[config.mk]
export PLATFORM = sky130hd
export DESIGN_NAME = tmsu_clear
export DESIGN_NICKNAME = d
export VERILOG_FILES = /design/src/assert_macros.svh /design/src/tmsu_pkg.sv /design/src/tmsu_clear.sv
export SDC_FILE = /design/constraint.sdc
export NUM_CORES = 1
export LEC_CHECK = 0
export BUFFER_PORTS_ARGS = -buffer_cell sky130_fd_sc_hd__buf_2
export CAP_MARGIN = 20
export CORE_MARGIN = 2
export CORE_UTILIZATION = 53
export CTS_CLUSTER_SIZE = 12
export DETAILED_ROUTE_END_ITERATION = 10
export GPL_TIMING_DRIVEN = 0
export PLACE_DENSITY_LB_ADDON = 0.08
export RECOVER_POWER = 50
export REMOVE_ABC_BUFFERS = 1
export SLEW_MARGIN = 20
export SYNTH_ARGS = -nofsm -noshare
export SYNTH_HDL_FRONTEND = slang
export SYNTH_SLANG_ARGS = --single-unit
[constraint.sdc]
create_clock -name clk_i -period 2.5 [get_ports clk_i]
set_clock_uncertainty 0.05 [all_clocks]
set_input_delay 0.5 -clock clk_i [delete_from_list [all_inputs] [get_ports clk_i]]
set_output_delay 0.5 -clock clk_i [all_outputs]
set_load 0.02 [all_outputs]
[src/assert_macros.svh]
// Assertion helpers for the tape machine step unit.
// Each one samples on clk_i and is held off while rst_ni is low.
`ifndef ASSERT_MACROS_SVH
`define ASSERT_MACROS_SVH

// Check a property on every rising clock edge outside reset.
`define TMSU_ASSERT(lbl, prop, msg) \
  lbl: assert property (@(posedge clk_i) disable iff (!rst_ni) prop) else $error(msg);

// Check that a condition never holds.
`define TMSU_ASSERT_NEVER(lbl, cond, msg) \
  `TMSU_ASSERT(lbl, !(cond), msg)

`endif

[src/tmsu_pkg.sv]
// ----------------------------------------------------------------------------
// tmsu_pkg
// Shared types and constants of the tape machine step unit.
// ----------------------------------------------------------------------------
package tmsu_pkg;

  // Fixed field widths
  localparam int unsigned OpW      = 3;
  localparam int unsigned OperandW = 16;
  localparam int unsigned ByteW    = 8;
  localparam int unsigned NextPcW  = 16;
  localparam int unsigned LogW     = 5;
  localparam int unsigned ProgLenW = 16;
  localparam int unsigned CfgIdxW  = 2;
  localparam int unsigned CfgDataW = 16;

  // Parameter defaults
  localparam int unsigned TapeAddrBitsDef = 16;
  localparam int unsigned PcBitsDef       = 16;

  // Register reset values
  localparam logic [LogW-1:0]     TapeSizeLog2Rst  = LogW'(16);
  localparam logic [ProgLenW-1:0] ProgramLengthRst = '0;

  typedef enum logic [OpW-1:0] {
    OP_PTR_ADD  = 3'd0,
    OP_CELL_ADD = 3'd1,
    OP_GET      = 3'd2,
    OP_PUT      = 3'd3,
    OP_JZ       = 3'd4,
    OP_JNZ      = 3'd5
  } op_e;

  typedef enum logic [CfgIdxW-1:0] {
    CFG_TAPE_SIZE_LOG2 = 2'd0,
    CFG_PROGRAM_LENGTH = 2'd1
  } cfg_reg_e;

endpackage

[src/tmsu_clear.sv]
// ----------------------------------------------------------------------------
// tmsu_clear
// Post-reset sweep that writes zero to every tape cell, one per cycle.
// ----------------------------------------------------------------------------
module tmsu_clear import tmsu_pkg::*; #(
  parameter int unsigned ADDR_BITS = TapeAddrBitsDef
) (
  input  logic                 clk_i,
  input  logic                 rst_ni,
  output logic                 busy_o,
  output logic [ADDR_BITS-1:0] addr_o
);

  logic                 busy_q, busy_d;
  logic [ADDR_BITS-1:0] addr_q, addr_d;

  // Advance through the tape, stop after the last cell
  always_comb begin
    busy_d = busy_q;
    addr_d = addr_q;
    if (busy_q) begin
      addr_d = addr_q + ADDR_BITS'(1);
      if (addr_q == {ADDR_BITS{1'b1}}) begin
        busy_d = 1'b0;
      end
    end
  end

  always_ff @(posedge clk_i or negedge rst_ni) begin
    if (!rst_ni) begin
      busy_q <= 1'b1;
      addr_q <= '0;
    end else begin
      busy_q <= busy_d;
      addr_q <= addr_d;
    end
  end

  assign busy_o = busy_q;
  assign addr_o = addr_q;

endmodule

=== Word level (Yosys, flattened, before mapping) ===
Index checks and enable logic that the tools add are counted.

* Eq/ne operators: 1
* Add/subtract/negate cells: 1
* Muxes and demuxes: 2

{| class="wikitable"
|+ Operator list
! operator !! count
|-
| 16-bit by 1-bit adder with 16-bit output, second input constant || 1
|-
| 16-bit equality test, second input constant || 1
|-
| 1-bit 2-to-1 mux || 2
|}

* Input bits: 2
* Word-level logic and storage cells: 6
* Output and inout port bits: 17
* Register bits: 17

=== Logic depth before layout (Yosys ltp) ===
* Word-level depth: 3
* Mapped depth: 5
* Depth with buffers taken out: 5

=== Least setup slack after synthesis ===
No wires, ideal clock.

* Path type: reg-to-reg
* From: register busy_q, in the netlist busy_o
* To: register addr_q[7], in the netlist addr_o[7]
* Path slack: 1033 ps
* Buffers on the path: 1
* Setup time: 80 ps
* Period minus slack after synthesis: 1467 ps
* Stages on the path, launching flop included: 6
* Data arrival time: 1337 ps
* Cells stage by stage: dfstp_2 > buf_4 > nand3_1 > nor2_4 > and4_1 > xor2_1

{| class="wikitable"
|+ RTL lines
! element !! line !! source
|-
| start, declared || tmsu_clear.sv:14 || <nowiki>logic busy_q, busy_d;</nowiki>
|-
| start signal, assigned || tmsu_clear.sv:34 || <nowiki>busy_q <= busy_d;</nowiki>
|-
| end signal, assigned || tmsu_clear.sv:35 || <nowiki>addr_q <= addr_d;</nowiki>
|-
| end, declared || tmsu_clear.sv:15 || <nowiki>logic [ADDR_BITS-1:0] addr_q, addr_d;</nowiki>
|}

=== Worst setup path after layout ===
* From: register busy_q, in the netlist busy_o
* To: output port busy_o

{| class="wikitable"
|+ RTL lines
! element !! line !! source
|-
| end, declared || tmsu_clear.sv:10 || <nowiki>output logic busy_o,</nowiki>
|}

No word-level cell between the ends.

==> impl_results.md <==
- Setup_tns: 0 ps
- RePlAce Congestion: 0.732
- Num rows: 13
- Arrival @ worst endpoint: 1180 ps
- Yosys cell types: 19
- Maximum vdd drop: 0.000360 V
- Max-slew violations: 0
- Max incr delay on CP: about 700 ps
- Die area: 0.00176 sq mm
- Max Freq: 578 MHz
- Postcts setup bufs: 0
- Met2 Use GR: roughly a quarter
- Worst setup SP type: register
- Tmin final: roughly 1700 ps
- Clock Latency Late Sink: 280 ps
- Routed WL: 1270 um
- CP Capture Type: output pin
- Number of port buffers: 18
- Total Nets Final: 89
- Number of max-cap violations: 0
- I/O pins: 19
- Initial Util: 57.8%
- Finished Layout Cells: 100
- Cts hold-fix bufs: 0
- Final HPWL DP: 922 um
- Post-Syn Instances: 64
- H-tree depth: 1
- # clock sinks: 17
- Post-synth top area share: 52.5%
- Via count: 529
- Routed len/inst: 12.7 um
- CP Max Fanout: 8
- Cell taking the most area after synthesis: dfrtp_1
- Die Wd: 41.9 um
- Setup Viol. Count Final: 0
- Synth-to-Final Area Change: 14.8%
- Share of layout cells above drive strength 1: 27.1%
- CTS tree: yes
- Final core occ: 66.4%
- Worst Path Buf+Inv: 1
- Overflow after GRT: 0
- Rel. slew slack: 40.5%
- Drt via density: 5.29
- Sequential area share after synthesis: 56.0%
- Post-CTS Resized: 0
- RR Endpoint: addr_o[7]
- Die Y: 41.9 um
- DP Worst Slack: 1050 ps
- Static leakage: 0.000456 uW
- Min-delay worst type: primary input to asynchronous set/reset pin
- Cell area after synthesis: 762 sq um
- Min setup slack post-route: 769 ps
- YS warnings: 0
- Status: complete, no violations
- Top post-synthesis cells by area: dfrtp_1 53%, xnor2_1 14%, nand2_1 3.9%, dfstp_2 3.4%, xor2_1 3.4%
- Fill cells: 114
- Flop-to-flop setup slack: 800 ps
- Ant diodes: 0
- Final Hold Fails: 0
- Initial antenna violation count: 0
- Worst Path Class, Setup: register to output pin
- Worst-Margin Slew: 893 ps
- Vias in the first global route: 480
- Clk root buf: clkbuf_4
- FF+latch count, synth: 17
- Drc violations: 0
- Core Region: between 0.001 and 0.0015 sq mm
- Area occupied by multi-input gates: 310 sq um
- Cts bufs inserted: 3
- GR Layer Usage met1: about 23%
- Power density cells: 483 mW/mm^2
- Post-route ant nets: 0
- Period Utilization, post-route: 69.3%
- GRT Util Overall: 16.2%
- GR peak layer: met2
- Drt pass-1 iters: 3
- CTS clk-pin slew, worst paths: 90 ps
- Routing usage on met3: 3.91%
- CTS max path bufs: 2
- Post-placement cell count: 96
- Synthesized area per cell: 11.9 sq um
- First-pass GRT wire length: roughly 2100 um
- Crit-path slowest cell: dfstp_1
- Largest net degree at the start of global routing: 18
- FF-to-FF Start: busy_o
- Critical path required time: 1950 ps
- Reg2Reg Depth: 4
- Crit-path leading delay family: flip-flops
- RSZ-0062 raised after global routing: false
- Register Area: 427 sq um
- CP Cell Sequence: buf_2
- Initial DRC count: 2
[Yosys cell counts]
master and n:
dfrtp_1 16, xnor2_1 12, nand2_1 8, nand3_1 5, nor2_1 4, nand4_1 3
xor2_1 3, and4_1 2, a31oi_1 1, and3_1 1, buf_4 1, dfstp_2 1
ha_1 1, inv_1 1, mux2_2 1, nand3_2 1, nand4_2 1, nor2_4 1
nor3_4 1
[cell families after synthesis]
family                     share of synthesized area (%)
buffers and inverters                               1.48
muxes                                               1.48
adders and majority gates                           1.64
DFF                                                 56.0
and+or+nand+nor                                     21.3
xor gates and xnor gates                            17.2
AOI/OAI and AO/OA                                  0.822
[through the flow]
stage	area, sq um	hold WS, ps	total power (uW)
2_1_floorplan	754	154	280
3_3_place_gp	863	387	286
3_5_place_dp	863	392	286
4_1_cts	890	76.2	430
5_1_grt	875	329	442
6_report	875	258	422
[cell type report]
cell class	count	share of cell area, %
sequential	17	48.8
multi-input combinational	45	35.5
timing repair buffer	18	10.2
clock buffer	4	3.00
tap	15	2.15
inverter	1	0.429
[routing by layer]
layer / vias to the layer above / share of wire, %
li1: 258 / -
met1: 253 / 48
met2: 14 / 45
met3: 4 / 4.8
met4: 0 / 2.0
met5: - / 0
[placed cells by master (no fill, tap or decap), drive strengths merged]
| cell type | netlist | routed |
|---|---|---|
| mux2 | 1 | 1 |
| dfstp | 1 | 1 |
| nand2 | 8 | 8 |
| nand4 | 4 | 4 |
| and3 | 1 | 1 |
| xor2 | 3 | 3 |
| clkbuf | 0 | 5 |
| nor3 | 1 | 1 |
| xnor2 | 12 | 12 |
| inv | 1 | 1 |
| nor2 | 5 | 5 |
| a31oi | 1 | 1 |
| and4 | 2 | 2 |
| nand3 | 6 | 6 |
| ha | 1 | 1 |
| dfrtp | 16 | 16 |
| buf | 1 | 17 |
[how the worst max path moves through the flow]
| stage | from | cells past startpoint | slack [ps] | to |
|---|---|---|---|---|
| 2_1_floorplan | addr_o[0] | 5 | 1100 | addr_o[6] |
| 3_3_place_gp | addr_o[0] | 5 | 1050 | addr_o[6] |
| 3_5_place_dp | addr_o[0] | 5 | 1050 | addr_o[6] |
| 4_1_cts | busy_o | 1 | 840 | busy_o |
| 5_1_grt | busy_o | 4 | 660 | addr_o[7] |
| 6_report | busy_o | 1 | 770 | busy_o |
[registers in the layout (all words and copies together) (netlist names)]
signal,cells
addr_o,16
busy_o,1
[power breakdown]
group          total (uW)  internal, uW  switching, uW
Sequential            275           275              0
Clock                 142          61.9           80.4
Combinational        5.35         0.308           5.04
(Power assumes the default switching activity.)
